**config.mk**
```make
export PLATFORM = sky130hd
export DESIGN_NAME = encoder_position_stall_watch
export DESIGN_NICKNAME = d
export VERILOG_FILES = /design/src/eps_pkg.sv /design/src/eps_ram.sv /design/src/eps_ctrl.sv /design/src/eps_dp.sv /design/src/encoder_position_stall_watch.sv
export VERILOG_INCLUDE_DIRS = /design/src /design/src/src
export SDC_FILE = /design/constraint.sdc
export NUM_CORES = 2
export LEC_CHECK = 0
export ABC_AREA = 1
export BUFFER_PORTS_ARGS = -buffer_cell sky130_fd_sc_hd__buf_2
export CELL_PAD_IN_SITES_DETAIL_PLACEMENT = 1
export CELL_PAD_IN_SITES_GLOBAL_PLACEMENT = 2
export CORE_MARGIN = 2
export CORE_UTILIZATION = 41
export DETAILED_ROUTE_END_ITERATION = 8
export GPL_TIMING_DRIVEN = 1
export MAX_ROUTING_LAYER = met4
export PLACE_DENSITY_LB_ADDON = 0.1
export RECOVER_POWER = 25
export SLEW_MARGIN = 10
export SYNTH_ARGS = -nofsm -noshare
export SYNTH_HDL_FRONTEND = slang
export SYNTH_SLANG_ARGS = --single-unit
```
**constraint.sdc**
```tcl
create_clock -name clk -period 14 [get_ports clk]
set_input_delay 0.7 -clock clk [delete_from_list [all_inputs] [get_ports clk]]
set_output_delay 0.7 -clock clk [all_outputs]
set_load 0.01 [all_outputs]
```
**src/encoder_position_stall_watch_assert.svh**
```systemverilog
// Assertion macros shared by the stall watch modules.
`ifndef ENCODER_POSITION_STALL_WATCH_ASSERT_SVH
`define ENCODER_POSITION_STALL_WATCH_ASSERT_SVH

// Same-cycle implication, disabled during reset.
`define EPS_ASSERT_IMP(label, clk, rst_n, ante, cons, msg) \
  label: assert property (@(posedge clk) disable iff (!rst_n) (ante) |-> (cons)) \
    else $error(msg);

// Next-cycle implication, disabled during reset.
`define EPS_ASSERT_NXT(label, clk, rst_n, ante, cons, msg) \
  label: assert property (@(posedge clk) disable iff (!rst_n) (ante) |=> (cons)) \
    else $error(msg);

`endif

```
**src/eps_pkg.sv**
```systemverilog
// Types and codes shared by the stall watch controller and datapath.
`default_nettype none

package eps_pkg;

  localparam logic [1:0] ACT_TICK  = 2'd0;
  localparam logic [1:0] ACT_START = 2'd1;
  localparam logic [1:0] ACT_STOP  = 2'd2;

  localparam logic [7:0] REG_INTERVAL = 8'd0;
  localparam logic [7:0] REG_HORIZON  = 8'd1;
  localparam logic [7:0] REG_REQ_FWD  = 8'd2;
  localparam logic [7:0] REG_REQ_BWD  = 8'd3;

  localparam logic [23:0] RST_INTERVAL = 24'd100000;
  localparam logic [23:0] RST_HORIZON  = 24'd500000;
  localparam logic [15:0] RST_REQ_FWD  = 16'd10;
  localparam logic [15:0] RST_REQ_BWD  = 16'd10;

  typedef enum logic [1:0] {
    MOT_STOPPED = 2'd0,
    MOT_FWD     = 2'd1,
    MOT_BWD     = 2'd2
  } motion_t;

  typedef struct packed {
    logic take;
    logic scan;
    logic add;
    logic load_out;
  } cmd_t;

  typedef struct packed {
    logic needs_scan;
    logic scan_done;
    logic miss;
  } sts_t;

endpackage

`default_nettype wire

```
**src/eps_ram.sv**
```systemverilog
// Generic single-write, single-read RAM with registered read data.
`default_nettype none

module eps_ram #(
  parameter int WIDTH = 32,
  parameter int DEPTH = 8
) (
  input  logic                                   clk,
  input  logic                                   wr_en,
  input  logic [(DEPTH > 1 ? $clog2(DEPTH) : 1)-1:0] wr_addr,
  input  logic [WIDTH-1:0]                       wr_data,
  input  logic [(DEPTH > 1 ? $clog2(DEPTH) : 1)-1:0] rd_addr,
  output logic [WIDTH-1:0]                       rd_data
);

  logic [WIDTH-1:0] mem_r [DEPTH];
  logic [WIDTH-1:0] rd_data_r;

  always_ff @(posedge clk) begin
    if (wr_en) begin
      mem_r[wr_addr] <= wr_data;
    end
    rd_data_r <= mem_r[rd_addr];
  end

  assign rd_data = rd_data_r;

endmodule

`default_nettype wire

```
**src/eps_ctrl.sv**
```systemverilog
// Sequencing state machine of the stall watch: accept, scan, add, emit.
`default_nettype none
`include "encoder_position_stall_watch_assert.svh"

module eps_ctrl import eps_pkg::*; (
  input  logic clk,
  input  logic rst_n,
  input  logic in_tvalid,
  output logic in_tready,
  output logic out_tvalid,
  input  logic out_tready,
  input  sts_t sts_i,
  output cmd_t cmd_o
);

  typedef enum logic [1:0] {
    S_IDLE,
    S_SCAN,
    S_ADD,
    S_EMIT
  } state_t;

  state_t state_r, state_nxt;
  logic   out_valid_r, out_valid_nxt;

  always_comb begin
    cmd_o         = '0;
    state_nxt     = state_r;
    out_valid_nxt = out_valid_r && !out_tready;
    case (state_r)
      S_IDLE: begin
        if (in_tvalid) begin
          cmd_o.take = 1'b1;
          state_nxt  = sts_i.needs_scan ? S_SCAN : S_EMIT;
        end
      end
      S_SCAN: begin
        cmd_o.scan = 1'b1;
        if (sts_i.scan_done) begin
          state_nxt = sts_i.miss ? S_EMIT : S_ADD;
        end
      end
      S_ADD: begin
        cmd_o.add = 1'b1;
        state_nxt = S_EMIT;
      end
      S_EMIT: begin
        if (!out_valid_r || out_tready) begin
          cmd_o.load_out = 1'b1;
          out_valid_nxt  = 1'b1;
          state_nxt      = S_IDLE;
        end
      end
      default: begin
        state_nxt = S_IDLE;
      end
    endcase
  end

  always_ff @(posedge clk) begin
    if (!rst_n) begin
      state_r     <= S_IDLE;
      out_valid_r <= 1'b0;
    end else begin
      state_r     <= state_nxt;
      out_valid_r <= out_valid_nxt;
    end
  end

  assign in_tready  = (state_r == S_IDLE);
  assign out_tvalid = out_valid_r;

  `EPS_ASSERT_IMP(a_add_after_clean_scan, clk, rst_n, state_r == S_ADD,
    $past(state_r) == S_SCAN && !$past(sts_i.miss), "milestone add without a clean scan")
  `EPS_ASSERT_IMP(a_load_no_overwrite, clk, rst_n, cmd_o.load_out,
    !out_valid_r || out_tready, "result word overwritten while waiting")
  `EPS_ASSERT_IMP(a_valid_from_load, clk, rst_n, $rose(out_valid_r),
    $past(cmd_o.load_out), "result valid raised without a load")

endmodule

`default_nettype wire

```
**src/eps_dp.sv**
```systemverilog
// Datapath of the stall watch: position, motion, milestone ring and result word.
`default_nettype none
`include "encoder_position_stall_watch_assert.svh"

module eps_dp import eps_pkg::*; #(
  parameter int MILESTONE_SLOTS = 8,
  parameter int POSITION_BITS   = 32
) (
  input  logic        clk,
  input  logic        rst_n,
  input  logic        cfg_valid,
  input  logic [7:0]  cfg_index,
  input  logic [23:0] cfg_data,
  input  logic [1:0]  in_tuser,
  input  logic [71:0] in_tdata,
  input  cmd_t        cmd_i,
  output sts_t        sts_o,
  output logic [39:0] out_tdata
);

  localparam int AW   = (MILESTONE_SLOTS > 1) ? $clog2(MILESTONE_SLOTS) : 1;
  localparam int CW   = $clog2(MILESTONE_SLOTS + 1);
  localparam int PB   = POSITION_BITS;
  localparam int CMPW = (PB > 32) ? PB : 32;
  localparam int EW   = (PB > 16) ? PB : 16;
  localparam int CHKW = 32 + PB;

  logic [23:0] interval_r, horizon_r;
  logic [15:0] req_fwd_r, req_bwd_r;

  logic [PB-1:0] pos_r, pos_nxt;
  motion_t       motion_r, motion_nxt;
  logic          prev_r, prev_nxt, prev_vld_r, prev_vld_nxt;
  logic [CW-1:0] cnt_r, cnt_nxt, ptr_r, ptr_nxt;
  logic [AW-1:0] last_r, last_nxt;
  logic          rd_vld_r, rd_vld_nxt, miss_r, miss_nxt;
  logic          ev_r, ev_nxt, stall_r, stall_nxt;
  logic [31:0]   now_r, now_nxt;
  logic [39:0]   out_r;

  logic [31:0]          in_target, in_now;
  logic                 in_level;
  logic signed [CMPW-1:0] tgt_ext, pos_ext;

  logic [CHKW-1:0] chk_rdata;
  logic [31:0]     crt_rdata;
  logic [31:0]     due_rd;
  logic [PB-1:0]   goal_rd;

  logic            wr_en, late;
  logic [AW-1:0]   wr_idx;
  logic [31:0]     next_crt, due_new;
  logic [EW-1:0]   goal_sum;
  logic [PB-1:0]   goal_new;
  logic            slot_left;

  assign in_target = in_tdata[31:0];
  assign in_level  = in_tdata[32];
  assign in_now    = in_tdata[64:33];
  assign tgt_ext   = CMPW'($signed(in_target));
  assign pos_ext   = CMPW'($signed(pos_r));

  assign due_rd    = chk_rdata[31:0];
  assign goal_rd   = chk_rdata[CHKW-1:32];
  assign slot_left = (ptr_r < cnt_r);

  // New milestone: slot index, time gate and goal.
  assign next_crt = crt_rdata + {8'd0, interval_r};
  assign late     = (cnt_r == '0) || !(now_r < next_crt);
  assign wr_idx   = (cnt_r == '0) ? '0 :
                    ((last_r == AW'(MILESTONE_SLOTS - 1)) ? '0 : last_r + 1'b1);
  assign due_new  = now_r + {8'd0, horizon_r};
  assign goal_sum = (motion_r == MOT_FWD) ? (EW'(pos_r) + EW'(req_fwd_r))
                                          : (EW'(pos_r) - EW'(req_bwd_r));
  assign goal_new = goal_sum[PB-1:0];
  assign wr_en    = cmd_i.add && late;

  assign sts_o.needs_scan = (in_tuser == ACT_TICK) && (motion_r != MOT_STOPPED);
  assign sts_o.scan_done  = !slot_left && !rd_vld_r;
  assign sts_o.miss       = miss_r;

  always_comb begin
    pos_nxt      = pos_r;
    motion_nxt   = motion_r;
    prev_nxt     = prev_r;
    prev_vld_nxt = prev_vld_r;
    cnt_nxt      = cnt_r;
    last_nxt     = last_r;
    ptr_nxt      = ptr_r;
    rd_vld_nxt   = rd_vld_r;
    miss_nxt     = miss_r;
    ev_nxt       = ev_r;
    stall_nxt    = stall_r;
    now_nxt      = now_r;
    if (cmd_i.take) begin
      now_nxt    = in_now;
      ptr_nxt    = '0;
      rd_vld_nxt = 1'b0;
      miss_nxt   = 1'b0;
      ev_nxt     = 1'b0;
      stall_nxt  = 1'b0;
      case (in_tuser)
        ACT_TICK: begin
          if (motion_r != MOT_STOPPED) begin
            if (prev_vld_r && !prev_r && in_level) begin
              pos_nxt = (motion_r == MOT_FWD) ? pos_r + 1'b1 : pos_r - 1'b1;
            end
            prev_nxt     = in_level;
            prev_vld_nxt = 1'b1;
          end
        end
        ACT_START: begin
          cnt_nxt    = '0;
          last_nxt   = '0;
          motion_nxt = (tgt_ext < pos_ext) ? MOT_BWD : MOT_FWD;
        end
        ACT_STOP: begin
          motion_nxt = MOT_STOPPED;
          ev_nxt     = 1'b1;
        end
        default: begin
        end
      endcase
    end
    if (cmd_i.scan) begin
      rd_vld_nxt = slot_left;
      if (slot_left) begin
        ptr_nxt = ptr_r + 1'b1;
      end
      // A due milestone that the position has not reached is a miss.
      if (rd_vld_r && (due_rd < now_r)) begin
        if ((motion_r == MOT_FWD) && ($signed(pos_r) < $signed(goal_rd))) begin
          miss_nxt = 1'b1;
        end
        if ((motion_r == MOT_BWD) && ($signed(goal_rd) < $signed(pos_r))) begin
          miss_nxt = 1'b1;
        end
      end
      if (sts_o.scan_done && miss_r) begin
        motion_nxt = MOT_STOPPED;
        ev_nxt     = 1'b1;
        stall_nxt  = 1'b1;
      end
    end
    if (wr_en) begin
      last_nxt = wr_idx;
      if (cnt_r != CW'(MILESTONE_SLOTS)) begin
        cnt_nxt = cnt_r + 1'b1;
      end
    end
  end

  always_ff @(posedge clk) begin
    if (!rst_n) begin
      interval_r <= RST_INTERVAL;
      horizon_r  <= RST_HORIZON;
      req_fwd_r  <= RST_REQ_FWD;
      req_bwd_r  <= RST_REQ_BWD;
      pos_r      <= '0;
      motion_r   <= MOT_STOPPED;
      prev_r     <= 1'b0;
      prev_vld_r <= 1'b0;
      cnt_r      <= '0;
      last_r     <= '0;
      ptr_r      <= '0;
      rd_vld_r   <= 1'b0;
      miss_r     <= 1'b0;
      ev_r       <= 1'b0;
      stall_r    <= 1'b0;
    end else begin
      if (cfg_valid) begin
        case (cfg_index)
          REG_INTERVAL: interval_r <= cfg_data;
          REG_HORIZON:  horizon_r  <= cfg_data;
          REG_REQ_FWD:  req_fwd_r  <= cfg_data[15:0];
          REG_REQ_BWD:  req_bwd_r  <= cfg_data[15:0];
          default: begin
          end
        endcase
      end
      pos_r      <= pos_nxt;
      motion_r   <= motion_nxt;
      prev_r     <= prev_nxt;
      prev_vld_r <= prev_vld_nxt;
      cnt_r      <= cnt_nxt;
      last_r     <= last_nxt;
      ptr_r      <= ptr_nxt;
      rd_vld_r   <= rd_vld_nxt;
      miss_r     <= miss_nxt;
      ev_r       <= ev_nxt;
      stall_r    <= stall_nxt;
    end
  end

  always_ff @(posedge clk) begin
    now_r <= now_nxt;
    if (cmd_i.load_out) begin
      out_r <= {4'd0, stall_r, ev_r, motion_r, pos_ext[31:0]};
    end
  end

  assign out_tdata = out_r;

  // Due time and goal, read by the scan pointer.
  eps_ram #(
    .WIDTH (CHKW),
    .DEPTH (MILESTONE_SLOTS)
  ) u_chk_ram (
    .clk     (clk),
    .wr_en   (wr_en),
    .wr_addr (wr_idx),
    .wr_data ({goal_new, due_new}),
    .rd_addr (ptr_r[AW-1:0]),
    .rd_data (chk_rdata)
  );

  // Creation time, read at the most recent slot.
  eps_ram #(
    .WIDTH (32),
    .DEPTH (MILESTONE_SLOTS)
  ) u_crt_ram (
    .clk     (clk),
    .wr_en   (wr_en),
    .wr_addr (wr_idx),
    .wr_data (now_r),
    .rd_addr (last_r),
    .rd_data (crt_rdata)
  );

  `EPS_ASSERT_NXT(a_start_clears_ring, clk, rst_n, cmd_i.take && in_tuser == ACT_START,
    cnt_r == '0 && last_r == '0, "start did not clear the milestone ring")
  `EPS_ASSERT_IMP(a_stall_stops_motor, clk, rst_n, stall_r,
    ev_r && motion_r == MOT_STOPPED, "stall reported while the motor runs")
  `EPS_ASSERT_IMP(a_read_of_stored_slot, clk, rst_n, rd_vld_r,
    $past(ptr_r) < cnt_r, "scan read beyond the stored milestones")

endmodule

`default_nettype wire

```
**src/encoder_position_stall_watch.sv**
```systemverilog
// Top level of the encoder position tracker with milestone stall watch.
//
// This block counts a motor's position from one encoder channel and stops the
// motor when it falls behind a schedule of milestones. Each input word carries
// an action in in_tuser (tick, start, stop) and produces exactly one result
// word with the position, the drive direction and stop flags. A start word
// clears the milestone ring and picks backward if its target lies below the
// position, forward otherwise; a stop word halts the motor and always reports
// stopped_event. On a tick while moving, a rising encoder level moves the
// position by one; then every stored milestone whose due time lies before
// now_us must have been reached, or the motor stops with stall_res set.
// Otherwise a new milestone is stored, at most one per interval, due one
// horizon later at the position plus or minus the configured event count.
// The first tick while moving after reset only records the encoder level.
// Items are taken one at a time: start, stop, unused actions and ticks while
// stopped go from accept straight to emit; a tick while moving is accepted,
// scans the stored milestones, passes an add step and is emitted, and the add
// step is skipped when the scan ends in a stall. The scan reads the milestone
// memory through its single read port, one slot per cycle. A finished result
// waits in the output register without holding up the next input word; only
// the load of the next result waits until the previous one has been taken.
// Configuration writes are accepted in every cycle and should be made only
// while the block is idle; indexes beyond the four registers are ignored.
// Milestone memory contents are undefined after reset and are only read once
// written after a start.
`default_nettype none

module encoder_position_stall_watch import eps_pkg::*; #(
  parameter int MILESTONE_SLOTS = 8,
  parameter int POSITION_BITS   = 32
) (
  input  logic        clk,
  input  logic        rst_n,
  // Configuration write channel.
  input  logic        cfg_valid,
  output logic        cfg_ready,
  input  logic [7:0]  cfg_index,
  input  logic [23:0] cfg_data,
  // Input stream.
  input  logic        in_tvalid,
  output logic        in_tready,
  input  logic [71:0] in_tdata,   // target[31:0], encoder_level[32], now_us[64:33], zeros
  input  logic [1:0]  in_tuser,   // action[1:0]
  // Result stream.
  output logic        out_tvalid,
  input  logic        out_tready,
  output logic [39:0] out_tdata   // position[31:0], direction[33:32], stopped_event[34],
                                  // stall_res[35], zeros
);

  cmd_t cmd;
  sts_t sts;

  // Register writes never stall.
  assign cfg_ready = 1'b1;

  eps_ctrl u_ctrl (
    .clk        (clk),
    .rst_n      (rst_n),
    .in_tvalid  (in_tvalid),
    .in_tready  (in_tready),
    .out_tvalid (out_tvalid),
    .out_tready (out_tready),
    .sts_i      (sts),
    .cmd_o      (cmd)
  );

  eps_dp #(
    .MILESTONE_SLOTS (MILESTONE_SLOTS),
    .POSITION_BITS   (POSITION_BITS)
  ) u_dp (
    .clk       (clk),
    .rst_n     (rst_n),
    .cfg_valid (cfg_valid),
    .cfg_index (cfg_index),
    .cfg_data  (cfg_data),
    .in_tuser  (in_tuser),
    .in_tdata  (in_tdata),
    .cmd_i     (cmd),
    .sts_o     (sts),
    .out_tdata (out_tdata)
  );

endmodule

`default_nettype wire

```
==> results by group <==
Synthesis
  • Main synth FF type: edfxtp_1
  • Seq/Total Area, Yosys: 0.611
  • Post-Synth Adder-Cell Area: 0.0662
  • Compound-gate portion of the synthesized area: 0.125
  • Biggest area consumer among synthesized cells: edfxtp_1
  • Post-synthesis simple-gate area fraction: 0.134
  • Post-synthesis async set-or-reset flop share: 0
  • Largest family of logic cells by synthesized area: simple AND/OR/NAND/NOR gates
  • Mux contribution to synthesized area: 0
  • Synth Instances: ~4700
  • Top-count cell post-synth: nor2_1
  • Netlist area before placement: roughly 0.05 mm2
  • Number of warnings issued by yosys: 0
  • Synthesized area per cell: about 10 um2
  • Synthesis-stage register bit count: about 1100
  • Commonest cells in the netlist: 936 x nor2_1, 836 x edfxtp_1, 508 x o21ai_0
  • Top-area cell type share of the netlist area: 0.516
  • Synth cell types: ~60
  • Post-synthesis xor/xnor area fraction: 0.0202
  • Count of flip-flops with a built-in enable after synthesis: between 800 and 900
  • Synth top area cells: edfxtp_1 52%, dfxtp_1 9.5%, nor2_1 7.2%

Final layout
  • Area of the multi-input gates: 0.0169 mm2
  • Layout cells sized above 1: 0.0732
  • Fillers: approximately 13000
  • Final #Nets: between 5000 and 6000
  • Register Area: about 0.03 mm2
  • Layout area overhead: 12.4%
  • Final core utilization: 0.464
  • Finished Cell Area: between 0.05 and 0.06 mm2

Status
  • Failing checks: max-capacitance violations, max-slew violations
  • Outcome: finished, violations left

Timing
  • Final setup fails: 0
  • Setup Skew: approximately 0.071 ns
  • Setup_tns: 0 ns
  • Worst slew pin tran: 3.82 ns
  • Max-slew headroom: -1.55
  • Final period util: 0.485
  • Tmin final: approximately 6.8 ns
  • Final Hold Fails: 0
  • RSZ-0062 raised after global routing: false
  • FMAX: 0.147 GHz
  • Final Slew Violations: just under 200

Die
  • I/O pin total: roughly 150
  • Area of the core: between 0.1 and 0.15 mm2
  • Starting density of the core: 0.413
  • # rows: 126
  • Die area: 0.121 mm2
  • Chip Width: between 300 and 400 um
  • Die H: 349 um

Clock network
  • H-tree Lvls: 3
  • Clock root buffer: clkbuf_16
  • Skew-Pair Late Insertion Delay: 0.74 ns
  • Total CTS buffers: around 110
  • PostCTS Resize Cnt: 0
  • CTS tree: done
  • Post-CTS Hold Fix Bufs: 0
  • # clock sinks: ~1100
  • CTS clk-pin slew, worst paths: 0.06 ns
  • Clock buffer depth: 3
  • Post-CTS setup buffers: 0

Placement
  • Port Buf Inserts: 141
  • Final Wtd Congestion: ~0.87
  • Placed instance area: approximately 0.051 mm2
  • Detailed placement HPWL: approximately 96000 um

Power
  • Clock share of power: 0.353
  • Internal power: approximately 0.006 W
  • Maximum VDD drop: 119 uV
  • NetSw: 0.00262 W
  • Logic pwr share: 0.190
  • Power Density: 159 mW/mm2
  • Net Sw Frac: 0.301
  • Total Power: between 0.008 and 0.009 W
  • Leakage power: between 20 and 25 nW
  • Sequential power share: 0.457

GRT
  • Number of global-route vias before repair: 35900
  • Initial antenna violation count: 9
  • Largest net degree at the start of global routing: between 100 and 150
  • Grt ovf: 0
  • First-pass GRT wire length: between 200000 and 250000 um
  • Tot GR Track Use: 0.250

Routing
  • Max layer used: met4
  • Initial DRT Pass Iterations: 6
  • Via count: ~35000
  • Post-route ant nets: 0
  • DR WL/cell: between 20 and 25 um
  • Met1 wire length: between 60000 and 70000 um
  • Vias per inst: 5.38
  • WL met3: about 5100 um
  • Initial DRC Count: ~2300
  • Overall routed net length: about 150000 um
  • DR DRC count: 0
  • Met2 wire length: ~74000 um

Worst setup path
  • CP most frequent cell: nand2_1
  • Reg2reg path depth: 22
  • Reg-to-reg startpoint: u_dp.interval_r[0]$_SDFFE_PN0P_
  • Crit. End Element: flop
  • R2r endpoint: u_dp.u_chk_ram.mem_r[1][31]$_DFFE_PP_
  • Cells along the critical path: ha_1 -> inv_1 -> fa_1 -> o21ai_1 -> a21oi_2 -> nand3b_1 -> nand3_1 -> nand2_1 -> o21ai_0 -> nand2_1 -> xor2_1 -> ha_1 -> nand4_1 -> inv_1 -> nand2_1 -> nor4_1 -> nand2_1 -> nand3_2 -> nand3_1 -> nor2_4 -> buf_4 -> buf_4
  • Worst EP required: 14.33 ns
  • Cell family with most CP delay: simple AND/OR/NAND/NOR gates
  • Startpoint Class: flop
  • Crit path DAT: approximately 7.1 ns
  • Worst setup path endpoint: u_dp.u_chk_ram.mem_r[1][31]$_DFFE_PP_
  • CP Buf/Inv Count: 4
  • Crit Path Max Fanout: 45
  • Setup Crit Path Kind: flop to flop
  • Slowest cell on the critical path: buf_4
  • Worst path max stage delay: between 0.8 and 0.9 ns
  • R2R Setup Slk: about 7 ns
  • Crit path from: u_dp.interval_r[0]$_SDFFE_PN0P_
  • Levels on crit path: 22

Hold path
  • Tightest Hold Check Type: input port to flop

Job
  • Max_cap viols: 5
-- cell usage in the layout, fill, tap and decap left out, drive strengths merged, types with 135 or more instances in the layout --
| master | netlist | final |
|---|---|---|
| a21oi | 248 | 248 |
| o21ai | 564 | 564 |
| buf | 50 | 135 |
| dfxtp | 230 | 230 |
| edfxtp | 836 | 836 |
| ha | 251 | 251 |
| inv | 345 | 348 |
| nor2 | 938 | 938 |
| nand2 | 481 | 481 |
| clkbuf | 139 | 223 |
-- cells by family after synthesis --
group,Yosys count
AO/OA/AOI/OAI,1112
buffers and inverters,537
XOR/XNOR,112
AND/OR/NAND/NOR,1620
adder cells (fa/ha/maj),255
other,2
flip-flops,1066
-- stage by stage --
step | hold slack (ns) | std cells | worst slack [ns]
after floorplan | 0.409 | 4707 | 3.87
after global placement | 0.429 | 6250 | 7.07
after detailed placement | 0.427 | 6250 | 7.03
after CTS | 0.0877 | 6465 | 7.00
after global routing | 0.106 | 6465 | 6.72
final | 0.143 | 6467 | 7.22
-- how the worst min path moves through the flow --
stage,to,cells past startpoint,start,slack [ns]
floorplan,u_dp.out_tdata[34]$_DFFE_PP_,0,u_dp.ev_r$_SDFF_PN0_,0.41
global placement,u_dp.out_tdata[34]$_DFFE_PP_,0,u_dp.ev_r$_SDFF_PN0_,0.43
detailed placement,u_dp.out_tdata[34]$_DFFE_PP_,0,u_dp.ev_r$_SDFF_PN0_,0.43
CTS,u_dp.now_r[18]$_DFFE_PP_,1,in_tdata[51],0.09
global route,u_dp.now_r[19]$_DFFE_PP_,1,in_tdata[52],0.11
finish,u_dp.now_r[29]$_DFFE_PP_,1,in_tdata[62],0.14
-- power groups by stage --
stage	clock (W)	sequential, W	combinational, W
2_1_floorplan	0	0.00401	0.00110
3_3_place_gp	0	0.00404	0.00166
3_5_place_dp	0	0.00405	0.00169
4_1_cts	0.00314	0.00399	0.00170
5_1_grt	0.00326	0.00401	0.00189
6_report	0.00308	0.00399	0.00166
-- metal layers --
metal,GRT usage,vias up
li1,-,16700
met1,0.320,17400
met2,0.428,484
met5,-,-
met4,0.0557,0
met3,0.0275,165
-- layout make-up --
cell class              count  share of cell area
inverters                 348              0.0241
clock inverters            53              0.0120
repair buffers            196              0.0189
diodes                      2           0.0000915
multi-input cells        3104               0.308
well taps                1536              0.0351
clock buffers             162              0.0584
flip-flops and latches   1066               0.543
-- flip-flops by register name, summed over array words and instances, names as in the netlist, 3 cells and up, named ones only --
name and cells:
u_dp.cnt_r 3, u_dp.horizon_r 24, u_dp.interval_r 24, u_dp.last_r 3, u_dp.now_r 32, u_dp.out_tdata 36
u_dp.pos_ext 32, u_dp.ptr_r 4, u_dp.req_bwd_r 16, u_dp.req_fwd_r 16, u_dp.u_chk_ram.mem_r 512, u_dp.u_chk_ram.rd_data 64
u_dp.u_crt_ram.mem_r 256, u_dp.u_crt_ram.rd_data 32
Power figures use the tool's default switching activity.
